--- config.mk ---
export PLATFORM = sky130hd
export DESIGN_NAME = im2col_divider
export DESIGN_NICKNAME = d
export VERILOG_FILES = /design/src/sv/im2col_pkg.sv /design/src/sv/im2col_divider.sv
export SDC_FILE = /design/constraint.sdc
export NUM_CORES = 1
export LEC_CHECK = 0
export ABC_AREA = 1
export BUFFER_PORTS_ARGS = -buffer_cell sky130_fd_sc_hd__buf_4
export CAP_MARGIN = 5
export CORE_MARGIN = 3
export CORE_UTILIZATION = 55
export CTS_CLUSTER_DIAMETER = 100
export CTS_CLUSTER_SIZE = 28
export DETAILED_ROUTE_END_ITERATION = 10
export HOLD_SLACK_MARGIN = 0.05
export PLACE_DENSITY = 0.95
export SLEW_MARGIN = 20
export SYNTH_ARGS = -nofsm -noshare
export SYNTH_HDL_FRONTEND = slang
export SYNTH_SLANG_ARGS = --single-unit
--- constraint.sdc ---
create_clock -name clock -period 2.6 [get_ports clock]
set_input_delay 0 -clock clock [delete_from_list [all_inputs] [get_ports clock]]
set_output_delay 0 -clock clock [all_outputs]
set_load 0.1 [all_outputs]
--- src/sv/im2col_pkg.sv ---
package im2col_pkg;

   // sizing of the image store and of the gather limits
   localparam int STORE_WORDS     = 65536;
   localparam int MAX_CHANNELS    = 64;
   localparam int MAX_OUTPUT_SIDE = 1024;

   localparam int STORE_AW = $clog2(STORE_WORDS);
   localparam int CHAN_W   = $clog2(MAX_CHANNELS);

   // field widths
   localparam int WORD_W      = 32;
   localparam int ADDR_W      = 16;
   localparam int POS_W       = 10;
   localparam int PCOL_W      = 14;
   localparam int DIM_W       = 11;
   localparam int KER_W       = 5;
   localparam int PAD_W       = 4;
   localparam int CSR_INDEX_W = 3;
   localparam int CSR_DATA_W  = DIM_W;

   typedef logic [CSR_INDEX_W-1:0] csr_index_type;

   // register indexes
   localparam csr_index_type CSR_IMAGE_HEIGHT  = 3'd0;
   localparam csr_index_type CSR_IMAGE_WIDTH   = 3'd1;
   localparam csr_index_type CSR_KERNEL_HEIGHT = 3'd2;
   localparam csr_index_type CSR_KERNEL_WIDTH  = 3'd3;
   localparam csr_index_type CSR_PAD_ABOVE     = 3'd4;
   localparam csr_index_type CSR_PAD_BEFORE    = 3'd5;
   localparam csr_index_type CSR_STEP_ROWS     = 3'd6;
   localparam csr_index_type CSR_STEP_COLS     = 3'd7;

   typedef struct packed {
      logic              go;
      logic [PCOL_W-1:0] dividend;
      logic [KER_W-1:0]  divisor;
   } div_req_type;

   typedef struct packed {
      logic              done;
      logic [PCOL_W-1:0] quotient;
      logic [KER_W-1:0]  remainder;
   } div_rsp_type;

endpackage

--- src/sv/im2col_divider.sv ---
module im2col_divider (
   input  logic                     clock,
   input  logic                     reset,
   input  im2col_pkg::div_req_type  div_req,
   output im2col_pkg::div_rsp_type  div_rsp
);
   import im2col_pkg::*;

   localparam int CNT_W = $clog2(PCOL_W);
   localparam logic [CNT_W-1:0] LAST_STEP = CNT_W'(PCOL_W - 1);

   logic              busy_ff;
   logic              done_ff;
   logic [CNT_W-1:0]  count_ff;
   logic [KER_W-1:0]  rem_ff;
   logic [PCOL_W-1:0] quo_ff;
   logic [KER_W-1:0]  divisor_ff;

   logic [KER_W:0]    trial;
   logic              fits;

   // restoring division, one quotient bit per cycle
   assign trial = {rem_ff, quo_ff[PCOL_W-1]};
   assign fits  = trial >= {1'b0, divisor_ff};

   always_ff @(posedge clock) begin
      if (reset) begin
         busy_ff  <= 1'b0;
         done_ff  <= 1'b0;
         count_ff <= '0;
      end else begin
         done_ff <= 1'b0;
         if (div_req.go) begin
            busy_ff  <= 1'b1;
            count_ff <= '0;
         end else if (busy_ff) begin
            count_ff <= count_ff + 1'b1;
            if (count_ff == LAST_STEP) begin
               busy_ff <= 1'b0;
               done_ff <= 1'b1;
            end
         end
      end
   end

   always_ff @(posedge clock) begin
      if (div_req.go) begin
         rem_ff     <= '0;
         quo_ff     <= div_req.dividend;
         divisor_ff <= div_req.divisor;
      end else if (busy_ff) begin
         rem_ff <= fits ? KER_W'(trial - {1'b0, divisor_ff}) : trial[KER_W-1:0];
         quo_ff <= {quo_ff[PCOL_W-2:0], fits};
      end
   end

   assign div_rsp.done      = done_ff;
   assign div_rsp.quotient  = quo_ff;
   assign div_rsp.remainder = rem_ff;

endmodule

Word level (Yosys, flattened, before mapping)
Cells that the tools add are included.
- equal/unequal tests: 1
- magnitude comparators: 1
- $add $sub $neg: 2
- bitwise operators: 1
- reductions and logical operators: 3
- muxes and demuxes: 7
- operators by type and width (cell ; count):
    $mux W14 ; 2
    $ge A6 B5 Y1 ; 1
    $mux W5 ; 1
    $sub A5 B5 Y5 ; 1
    $add A4 B1 Y4 const B ; 1
    $eq A4 B4 Y1 const B ; 1
    $mux W1 ; 4
    $reduce_or A3 Y1 ; 1
    $reduce_bool A2 Y1 ; 1
    $reduce_or A2 Y1 ; 1
    $not A1 Y1 ; 1
- word-level logic and storage cells: 21
- input bits: 22
- flip-flop bits (word level): 30

Longest topological paths before layout
Gate-level depths: netlist (run 1).
- depth after elaboration: 4
- depth in mapped cells: 11

Worst setup path after synthesis (run 1)
No wires, ideal clock.
- kind: register to register
- from: register quo_ff[13]
- to: register rem_ff[4]
- path slack: 0.421 ns
- data required time: 2.485 ns
- period minus slack after synthesis: 2.179 ns
- cell stages (with the launch flop): 12
- setup time: 0.115 ns
- arrival: 2.063 ns
- buffers on the path: 0
- cell sequence: edfxtp_1 > inv_1 > ha_1 > inv_1 > fa_1 > nand2_1 > nand2_1 > nand3_4 > nand2_1 > clkinv_1 > nand3_1 > nand2_1
- longest elaborated chain between the ends: 2
- elaborated cells on any way between the ends: 3
- those cells by class: 1 x add/sub; 1 x order compare; 1 x mux
- ends and longest elaborated chain (what ; RTL line ; text):
    start: declaration ; im2col_divider.sv:16 ; logic [PCOL_W-1:0] quo_ff;
    start signal: assignment ; im2col_divider.sv:49 ; quo_ff <= div_req.dividend;
    start signal: assignment ; im2col_divider.sv:53 ; quo_ff <= {quo_ff[PCOL_W-2:0], fits};
    $sub A5 B5 Y5 / $ge A6 B5 Y1 (equally long branches) ; im2col_divider.sv:52, im2col_divider.sv:24 ;
    $mux W5 (*) ; im2col_divider.sv:52 ; rem_ff <= fits ? KER_W'(trial - {1'b0, divisor_ff}) : trial[KER_W-1:0];
    end signal: assignment ; im2col_divider.sv:52 ;
    end: declaration ; im2col_divider.sv:15 ; logic [KER_W-1:0] rem_ff;
Mark *: on every way between the ends. The rest lies on a longest branch, timed or not.
A chain may end at the register's enable or synchronous reset.

Worst setup path in the final report (run 1)
- from: register quo_ff[13]
- to: register quo_ff[0], data pin
- longest elaborated chain between the ends: 3
- ends and longest elaborated chain (what ; RTL line ; text):
    $ge A6 B5 Y1 ; im2col_divider.sv:24 ; assign fits = trial >= {1'b0, divisor_ff};
    $mux W14 ; im2col_divider.sv:51 ; end else if (busy_ff) begin
    $mux W14 ; im2col_divider.sv:47 ; if (div_req.go) begin
Every way passes these cells. The select of a mux whose other input is x is not followed.

==> flow_metrics.py, run 1 <==
metrics = {
    "logic_synthesis": {
        "ys.warnings.count": 0,
        "yosysSeqAreaShare_pct": 53.2,
        "synthMuxAreaShare_pct": 0,
        "syn-cell-area_um2": 1490,
        "ys_top_cells_by_area": "edfxtp_1, nand2_1, dfxtp_1, ha_1, nand3_1",
        "netlist_instances": 166,
        "synthAdderAreaFrac_pct": 7.25,
        "synth.avg_cell_area_um2": 8.95,
        "ys_seq_elements": 30,
        "synthSimpleGateAreaFrac_pct": 28.6,
        "synth-edff-count": 19,
        "yosysTopAreaCellShare_pct": 38.4,
        "yosysTopAreaCell": "edfxtp_1",
        "async_flop_share_pct": 0,
        "ys_types": 26,
        "synth_ff_type": "edfxtp_1",
        "synth.most_common_cell": "nand2_1",
        "syn_nets": 196,
        "synth_compound_area_share_pct": 3.79,
        "synth_top_family_by_area": "simple AND/OR/NAND/NOR gates",
        "synth_common_cells": "nand2_1, edfxtp_1, inv_1",
        "synthXorXnorAreaFrac_pct": 0.590,
    },
    "clock_tree": {
        "cts_buffers": 5,
        "cts.reportedPaths.clkPinSlew_ns": 0.10,
        "htree_levels": 2,
        "root_buffer": "clkbuf_4",
        "cts_tree": "built",
        "clk-insertion-delay-late_ns": 0.32,
        "clock_path_buffers": 2,
        "cts.sinks": 30,
        "postCtsSetupBuffers": 0,
    },
    "floorplan": {
        "die_y_um": 58.0,
        "rows": 18,
        "io_pins": 42,
        "initial_core_util_pct": 58.9,
        "dieArea_um2": 3360,
        "core_um2": 2520,
        "die_x_um": 58.0,
    },
    "power": {
        "switchingPower_uw": 583,
        "combinationalPowerShare_pct": 39.3,
        "netSwitchingFraction_pct": 41.8,
        "peakVddDrop_mv": 0.550,
        "p_per_area_nw_per_um2": 681,
        "power.share.clock_pct": 18.5,
        "internal_power_uw": 812,
        "power.static_leakage_nw": 1.00,
        "power_frac_seq_pct": 42.2,
    },
    "setup_path": {
        "worstSetupPathType": "reg2reg",
        "cp-start-kind": "flip-flop",
        "cp.arrival_ns": 2.04,
        "worstPathMaxFanout": 8,
        "reg2reg_slack_ns": 0.62,
        "endpoint_kind": "flip-flop",
        "required_ns": 2.66,
    },
    "timing": {
        "tightest_slew_ns": 0.594,
        "finalMaxSlewViolations": 0,
        "slew_headroom_pct": 60.4,
        "worst_slack_ns": 0.619,
        "fin_crit_sh_pct": 76.2,
        "fin_skew_ns": 0.0200,
        "post-route-min-period_ns": 1.98,
        "finalSetupViolCount": 0,
        "fin_tns_setup_ns": 0,
        "fmax_mhz": 505,
        "hold_viol_final": 0,
        "rsz0062_at_grt": "false",
    },
    "final_layout": {
        "nNetsFinal": 259,
        "final_layout_size_suffix_gt1_share_pct": 23.5,
        "multi_input_comb_area_um2": 597,
        "fin_cells": 260,
        "regArea_um2": 791,
        "n_antenna_cell": 0,
        "fill_cells": 165,
        "fin_area_um2": 2050,
        "syn_to_final_growth_pct": 37.8,
    },
    "drt": {
        "via_count": 1376,
        "routed_via_density": 5.29,
        "drt-pass1-iter-count": 4,
        "drt-initial-drc-count": 79,
        "ant_nets": 0,
        "drc": 0,
        "drt-total-wl_um": 4240,
        "wl_per_cell_um": 16.3,
    },
    "global_route": {
        "track_usage_pct": 28.4,
        "antenna_found_initial": 0,
        "grt_max_degree": 24,
        "grt_pass1_wl_um": 7020,
        "first_global_vias": 1487,
        "gr-total-overflow": 0,
    },
    "placed_design": {
        "post-dp-hpwl_um": 2550,
        "place_area_um2": 1810,
        "dp_cells": 233,
        "io_buffers": 41,
        "gp_congestion": 0.886,
        "pre_cts_slack_ns": 0.784,
    },
    "status": {
        "status": "finished clean",
    },
    "worst_hold_path": {
        "worstHoldPathType": "in2reg",
    },
    "flow_run": {
        "cap_violations": 0,
    },
}
[repair_timing]
| item | in CTS | in global routing |
|---|---|---|
| gates resized for setup | 0 | 0 |
| hold endpoints to repair | 24 | 0 |
| hold buffers | 19 | 0 |
[path summary, 6_finish.rpt]
kind / from / end / depth (start not counted)
min reg2reg: count_ff[3] / count_ff[3] / 2
max: quo_ff[13] / quo_ff[0] / 8
max reg2reg: quo_ff[13] / quo_ff[0] / 8
min: div_req[19] / divisor_ff[1] / 1
[metrics by stage]
stage	total power, mW	hold WS, ns	utilization, %
after floorplan	0.982	0.0691	-
after CTS	1.38	0.0559	81.2
final	1.39	0.0795	81.2
after detailed placement	1.10	0.179	71.7
after global placement	1.08	0.176	71.7
after global routing	1.45	0.0808	81.2
[layout by cell type, fill, tap and decap left out, types with 2 or more instances in the layout]
cell | netlist | final
dlygate4sd3_1 | 0 | 19
nor2_1 | 5 | 5
clkbuf_1 | 0 | 3
a21oi_1 | 6 | 6
dfxtp_1 | 11 | 11
ha_1 | 7 | 7
clkbuf_4 | 0 | 5
o21ai_0 | 2 | 2
buf_4 | 1 | 41
o21ai_1 | 2 | 2
clkinv_1 | 2 | 2
nand3_1 | 14 | 14
edfxtp_1 | 19 | 19
inv_1 | 16 | 16
inv_2 | 2 | 2
nand2_1 | 64 | 64
[power groups by stage]
stage | registers, mW | logic (mW) | clock network (mW)
final | 0.589 | 0.548 | 0.258
after global routing | 0.594 | 0.579 | 0.277
after CTS | 0.586 | 0.535 | 0.256
after detailed placement | 0.597 | 0.508 | 0
after global placement | 0.594 | 0.489 | 0
after floorplan | 0.827 | 0.156 | 0
[per-layer routing]
metal | up-vias | global-route usage (%) | part of all wire (%)
met5 | - | 0 | 0
met2 | 71 | 51.9 | 54
met4 | 0 | 13.6 | 3.8
li1 | 657 | - | -
met1 | 629 | 31.3 | 35
met3 | 19 | 5.35 | 7.1
[worst max-delay path, cell delays in order, from the launching register on]
cell,delay (ns)
edfxtp_1,0.43
inv_1,0.12
ha_1,0.17
inv_1,0.07
fa_1,0.42
nand2_1,0.10
nand2_1,0.14
nand3_4,0.15
a31oi_1,0.13
[sequential cells by signal, indices dropped and copies added, names as in the netlist]
signal	cells
quo_ff	14
divisor_ff	5
rem_ff	5
count_ff	4
busy_ff	1
done_ff	1
[layout make-up]
class                      count  area share (%)
tap                           30            1.83
clock buffer                   8            2.38
sequential                    30            38.6
timing repair buffer          60            24.3
inverter                      20            3.67
multi-input combinational    112            29.2
[logic make-up (layout without fill, tap and decap cells)]
logic type | count (synthesis) | in the layout
simple gates | 92 | 92
flops | 30 | 30
xor+xnor | 1 | 1
buf+inv | 24 | 88
fa+ha+maj | 8 | 8
compound gates | 11 | 11
Note: power is estimated with default switching activity, not from simulation.
==> run 2, diff against run 1 <==
- CORE_UTILIZATION: 55 -> 51
- PLACE_DENSITY: 0.95 -> 0.89
- clock period: 2.6 -> 2.02 ns (I/O delays scaled with it)
==> flow_metrics.py, run 2 (synthesis gave the netlist of run 1 again) <==
metrics = {
    "setup_path": {
        "r2r_cells": 10,
        "worstPathMaxFanout": 8,
        "cp-start-kind": "flip-flop",
        "r2r_start": "quo_ff[13]",
        "max_stage_delay_ns": 0.39,
        "r2r-end": "rem_ff[4]",
        "required_ns": 2.26,
        "worstSetupPathType": "reg2reg",
        "crit_end": "rem_ff[4]",
        "endpoint_kind": "flip-flop",
        "crit_path_cell_trace": "inv_1, ha_2, inv_2, fa_2, nand2_1, nand2_2, nand3_4, nand3b_1, nand3_1, nand2_1",
        "cp.arrival_ns": 1.96,
        "cpMaxStageDelayCell": "edfxtp_1",
        "reg2reg_slack_ns": 0.29,
        "crit_start": "quo_ff[13]",
        "cp_common_cell": "nand2_1",
    },
    "clock_tree": {
        "htree_levels": 2,
        "clk-insertion-delay-late_ns": 0.35,
        "cts.sinks": 30,
        "cts_buffers": 5,
        "clock_path_buffers": 2,
        "cts_tree": "built",
        "postCtsSetupBuffers": 0,
        "root_buffer": "clkbuf_4",
        "cts.reportedPaths.clkPinSlew_ns": 0.09,
        "ctsResizeCount": 0,
    },
    "final_layout": {
        "largest_reg_flops": 14,
        "fill_cells": 165,
        "fin_util_pct": 79.5,
        "syn_to_final_growth_pct": 39.8,
        "reg.largest.list": "quo_ff x14, divisor_ff x5, rem_ff x5",
        "layout_commonest_cell": "nand2_1",
        "fin_area_um2": 2080,
        "n_antenna_cell": 0,
        "final_layout_size_suffix_gt1_share_pct": 26.0,
        "final_cell_mix": "nand2_1, buf_4, dlygate4sd3_1",
        "nNetsFinal": 260,
        "top_register": "quo_ff",
    },
    "timing": {
        "fin_tns_setup_ns": 0,
        "fin_crit_sh_pct": 85.5,
        "fmax_mhz": 579,
        "slew_headroom_pct": 63.9,
        "finalSetupViolCount": 0,
        "worst_slack_ns": 0.294,
        "whs_ns": 0.0686,
        "tightest_slew_ns": 0.540,
        "fin_skew_ns": 0.0227,
        "post-route-min-period_ns": 1.73,
        "rsz0062_at_grt": "false",
        "finalMaxSlewViolations": 0,
        "hold_viol_final": 0,
    },
    "placed_design": {
        "place_area_um2": 1820,
        "gp_congestion": 0.959,
        "io_buffers": 41,
        "pre_cts_slack_ns": 0.326,
        "post-dp-hpwl_um": 2530,
    },
    "power": {
        "p_per_area_nw_per_um2": 883,
        "combinationalPowerShare_pct": 37.7,
        "power.static_leakage_nw": 1.01,
        "peakVddDrop_mv": 0.775,
        "power_frac_seq_pct": 41.3,
        "power.share.clock_pct": 21.0,
        "internal_power_mw": 1.08,
        "switchingPower_uw": 757,
        "netSwitchingFraction_pct": 41.3,
    },
    "drt": {
        "drt-pass1-iter-count": 4,
        "drt-total-wl_um": 3880,
        "drc": 0,
        "top_layer_used": "met4",
        "routed_via_density": 5.28,
        "ant_nets": 0,
        "dr_wl_met3_um": 269,
        "via_count": 1377,
        "wl_per_cell_um": 14.9,
        "drt-met1-wl_um": 1420,
        "wl_met2_um": 2030,
        "drt-initial-drc-count": 87,
    },
    "status": {
        "status": "finished clean",
    },
    "floorplan": {
        "die_y_um": 60.0,
        "dieArea_um2": 3600,
        "initial_core_util_pct": 56.8,
        "rows": 18,
        "die_x_um": 60.0,
        "io_pins": 42,
        "core_um2": 2610,
    },
    "global_route": {
        "antenna_found_initial": 0,
        "track_usage_pct": 24.7,
        "grt_pass1_wl_um": 6200,
        "grt_max_degree": 24,
        "first_global_vias": 1357,
        "gr-total-overflow": 0,
    },
    "flow_run": {
        "cap_violations": 0,
    },
    "worst_hold_path": {
        "worstHoldPathType": "in2reg",
    },
}
## run 2: metrics by stage
step / cells / total power [mW]
after floorplan: 166 / 1.27
after global placement: 233 / 1.40
after detailed placement: 233 / 1.42
after CTS: 261 / 1.82
after global routing: 261 / 1.90
final: 261 / 1.83
## run 2: what timing repair did
item | 4_1_cts | 5_1_grt
hold endpoints to repair | 25 | 0
hold buffers | 20 | 0
setup endpoints to repair | 0 | 0
## run 2: worst min-delay path by stage
| stage | start | to | slack [ns] | cells after the start |
|---|---|---|---|---|
| finish | div_req[19] | divisor_ff[2] | 0.07 | 1 |
| CTS | div_req[19] | divisor_ff[4] | 0.06 | 1 |
| detailed placement | div_req[4] | divisor_ff[4] | 0.18 | 1 |
| floorplan | reset | busy_ff | 0.07 | 1 |
| global placement | reset | busy_ff | 0.18 | 2 |
| global route | div_req[19] | divisor_ff[4] | 0.05 | 1 |
## run 2: metal layers
layer,track usage [%],vias up
met3,8.86,16
met5,0,-
li1,-,661
met2,41.0,59
met1,26.3,641
met4,15.8,0
## run 2: critical path, delay by kind of cell, from the launching register on
family	cells	cell delay, ns
AND/OR/NAND/NOR	6	0.55
buffers and inverters	2	0.15
flip-flops	1	0.39
adder cells (fa/ha/maj)	2	0.54
## run 2: layout make-up
cell class,instances,area [um2],area share (%)
repair buffers,61,508,24.5
clock buffers,7,55.1,2.65
inverters,20,75.1,3.62
well taps,30,37.5,1.81
multi-input cells,112,604,29.1
flip-flops and latches,30,791,38.1
clock inverters,1,5.00,0.241
## run 2: power groups by stage
| stage | logic (mW) | registers [mW] | clock network, mW |
|---|---|---|---|
| 2_1_floorplan | 0.204 | 1.06 | 0 |
| 3_3_place_gp | 0.634 | 0.765 | 0 |
| 3_5_place_dp | 0.650 | 0.769 | 0 |
| 4_1_cts | 0.686 | 0.756 | 0.381 |
| 5_1_grt | 0.730 | 0.764 | 0.408 |
| 6_report | 0.692 | 0.757 | 0.384 |
==> run 3, diff against run 2 <==
- ABC_AREA: 1 -> unset
- BUFFER_PORTS_ARGS: -buffer_cell sky130_fd_sc_hd__buf_4 -> unset
- CELL_PAD_IN_SITES_DETAIL_PLACEMENT: unset -> 1
- CELL_PAD_IN_SITES_GLOBAL_PLACEMENT: unset -> 2
- CORE_UTILIZATION: 51 -> 39
- DONT_BUFFER_PORTS: unset -> 1
- PLACE_DENSITY: 0.89 -> 0.87
==> flow_metrics.py, run 3 <==
metrics = {
    "timing": {
        "tightest_slew_ns": 0.529,
        "hold_viol_final": 0,
        "worst_slack_ns": -0.228,
        "post-route-min-period_ns": 2.25,
        "finalSetupViolCount": 6,
        "fin_crit_sh_pct": 111,
        "fmax_mhz": 445,
        "rsz0062_at_grt": "true",
        "slew_headroom_pct": 64.7,
        "fin_skew_ns": 0.00896,
        "whs_ns": 0.117,
        "finalMaxSlewViolations": 0,
    },
    "logic_synthesis": {
        "yosysSeqAreaShare_pct": 55.0,
        "synth_ff_type": "edfxtp_1",
        "syn-cell-area_um2": 1440,
        "syn_nets": 147,
        "yosysTopAreaCellShare_pct": 39.7,
        "netlist_instances": 117,
        "synth.most_common_cell": "edfxtp_1",
        "ys_types": 38,
        "async_flop_share_pct": 0,
        "ys_top_cells_by_area": "edfxtp_1, dfxtp_1, mux2_2, ha_1, nor2_1",
        "ys.warnings.count": 0,
        "ys_seq_elements": 30,
        "yosysTopAreaCell": "edfxtp_1",
        "synth.avg_cell_area_um2": 12.3,
        "synth-edff-count": 19,
        "synth_common_cells": "edfxtp_1, mux2_2, dfxtp_1",
    },
    "setup_path": {
        "r2r_cells": 8,
        "crit_start": "quo_ff[13]",
        "worstSetupPathType": "reg2reg",
        "required_ns": 2.06,
        "cp.arrival_ns": 2.29,
        "cp-start-kind": "flip-flop",
        "r2r_start": "quo_ff[13]",
        "endpoint_kind": "flip-flop",
        "r2r-end": "quo_ff[0]",
        "reg2reg_slack_ns": -0.23,
        "worstPathMaxFanout": 4,
    },
    "worst_hold_path": {
        "min-delay-start": "div_req[19]",
        "hold_end": "rem_ff[3]",
        "worstHoldPathType": "in2reg",
        "worstHoldPathCells": 3,
    },
    "placed_design": {
        "pre_cts_slack_ns": -0.169,
        "place_area_um2": 1660,
        "post-dp-hpwl_um": 2310,
        "gp_congestion": 0.789,
        "io_buffers": 0,
    },
    "final_layout": {
        "layout_commonest_cell": "buf_4",
        "fin_util_pct": 60.4,
        "fill_cells": 368,
        "nNetsFinal": 200,
        "n_antenna_cell": 0,
        "largest_reg_flops": 14,
        "final_cell_mix": "buf_4, dlygate4sd3_1, edfxtp_1",
        "top_register": "quo_ff",
        "reg.largest.list": "quo_ff x14, divisor_ff x5, rem_ff x5",
        "syn_to_final_growth_pct": 44.4,
        "fin_area_um2": 2080,
        "final_layout_size_suffix_gt1_share_pct": 36.8,
    },
    "clock_tree": {
        "cts_buffers": 5,
        "root_buffer": "clkbuf_8",
        "cts_tree": "built",
        "clock_path_buffers": 2,
        "htree_levels": 2,
        "cts.sinks": 30,
        "clk-insertion-delay-late_ns": 0.29,
        "cts.reportedPaths.clkPinSlew_ns": 0.07,
    },
    "floorplan": {
        "dieArea_um2": 4450,
        "initial_core_util_pct": 41.8,
        "die_x_um": 66.7,
        "rows": 21,
        "core_um2": 3440,
        "die_y_um": 66.7,
        "io_pins": 42,
    },
    "drt": {
        "wl_per_cell_um": 18.1,
        "drt-total-wl_um": 3940,
        "drt-initial-drc-count": 77,
        "drt-pass1-iter-count": 4,
        "ant_nets": 0,
        "via_count": 1133,
        "drc": 0,
        "routed_via_density": 5.22,
    },
    "status": {
        "violations": "setup timing",
        "status": "finished with violations",
    },
    "global_route": {
        "grt_pass1_wl_um": 6090,
        "first_global_vias": 1221,
        "gr-total-overflow": 0,
        "antenna_found_initial": 0,
        "grt_max_degree": 28,
        "track_usage_pct": 18.7,
    },
    "flow_run": {
        "cap_violations": 0,
    },
    "power": {
        "peakVddDrop_mv": 0.647,
        "p_per_area_nw_per_um2": 943,
        "power.static_leakage_nw": 0.869,
    },
}
[run 3: cell types whose count changed in the layout (fill, tap and decap cells not counted), moves of 3 or more]
cell | before | now
inv_1 | 15 | 6
mux2_2 | 0 | 13
nand3_1 | 14 | 1
xor2_1 | 0 | 4
nor2_1 | 5 | 10
buf_4 | 41 | 27
a21oi_1 | 6 | 3
clkbuf_8 | 1 | 6
nand2_1 | 63 | 6
clkbuf_4 | 5 | 0
[run 3: final cells by class]
class                      instances  area [um2]  area share [%]
multi-input combinational         74         651            31.3
inverter                           8        30.0            1.44
clock inverter                     2        12.5           0.602
sequential                        30         791            38.0
clock buffer                       6        82.6            3.97
timing repair buffer              51         454            21.9
tap                               46        57.6            2.77
[run 3: worst max path at each step]
stage / end / slack, ns / depth (start not counted)
2_1_floorplan: rem_ff[4] / -0.56 / 8
3_3_place_gp: rem_ff[4] / -0.05 / 8
3_5_place_dp: rem_ff[4] / -0.17 / 8
5_1_grt: quo_ff[0] / -0.31 / 8
4_1_cts: rem_ff[4] / -0.14 / 8
6_report: quo_ff[0] / -0.23 / 8
[run 3: report_power, final]
group	leakage, nW	internal (mW)	total (mW)	switching, mW
Sequential	0.280	0.716	0.753	0.0365
Combinational	0.541	0.217	0.694	0.477
Clock	0.0472	0.273	0.514	0.241
Total	0.869	1.21	1.96	0.754
[run 3: worst max-delay path, cell delays in order, from the launching register on]
cell and delay [ns]:
edfxtp_1 0.41, inv_2 0.11, ha_4 0.14, inv_2 0.04, fa_2 0.37, a21o_1 0.22
o211ai_1 0.25, nand2_2 0.16, mux2_4 0.29
[run 3: kinds of logic after synthesis]
kind of cell	share of synthesized area [%]
AND/OR/NAND/NOR	11.2
AO/OA/AOI/OAI	8.00
XOR/XNOR	3.04
buffers and inverters	3.65
multiplexers	11.7
flip-flops	55.0
adder cells (fa/ha/maj)	7.48
[run 3: per-stage QoR]
| step | std cells | power, mW | setup TNS [ns] |
|---|---|---|---|
| after floorplan | 117 | 1.22 | -2.36 |
| after global placement | 182 | 1.33 | -0.0880 |
| after detailed placement | 182 | 1.35 | -0.529 |
| after CTS | 215 | 1.92 | -0.440 |
| after global routing | 217 | 2.05 | -1.47 |
| final | 217 | 1.96 | -0.950 |
[run 3: per-layer routing]
metal / vias up / GRT usage, % / routed length, um
met4: 0 / 4.82 / 28
met2: 40 / 31.1 / 2030
met3: 4 / 8.60 / 280
met1: 555 / 21.7 / 1600
li1: 534 / - / -
met5: - / 0 / 0
[run 3: what timing repair did]
| item | 4_1_cts | 5_1_grt |
|---|---|---|
| hold endpoints to repair | 35 | 0 |
| buffers inserted | 2 | 2 |
| hold buffers | 23 | 0 |
| resized for setup | 4 | 9 |
| setup endpoints to repair | 6 | 6 |
| pin swaps | 2 | 8 |
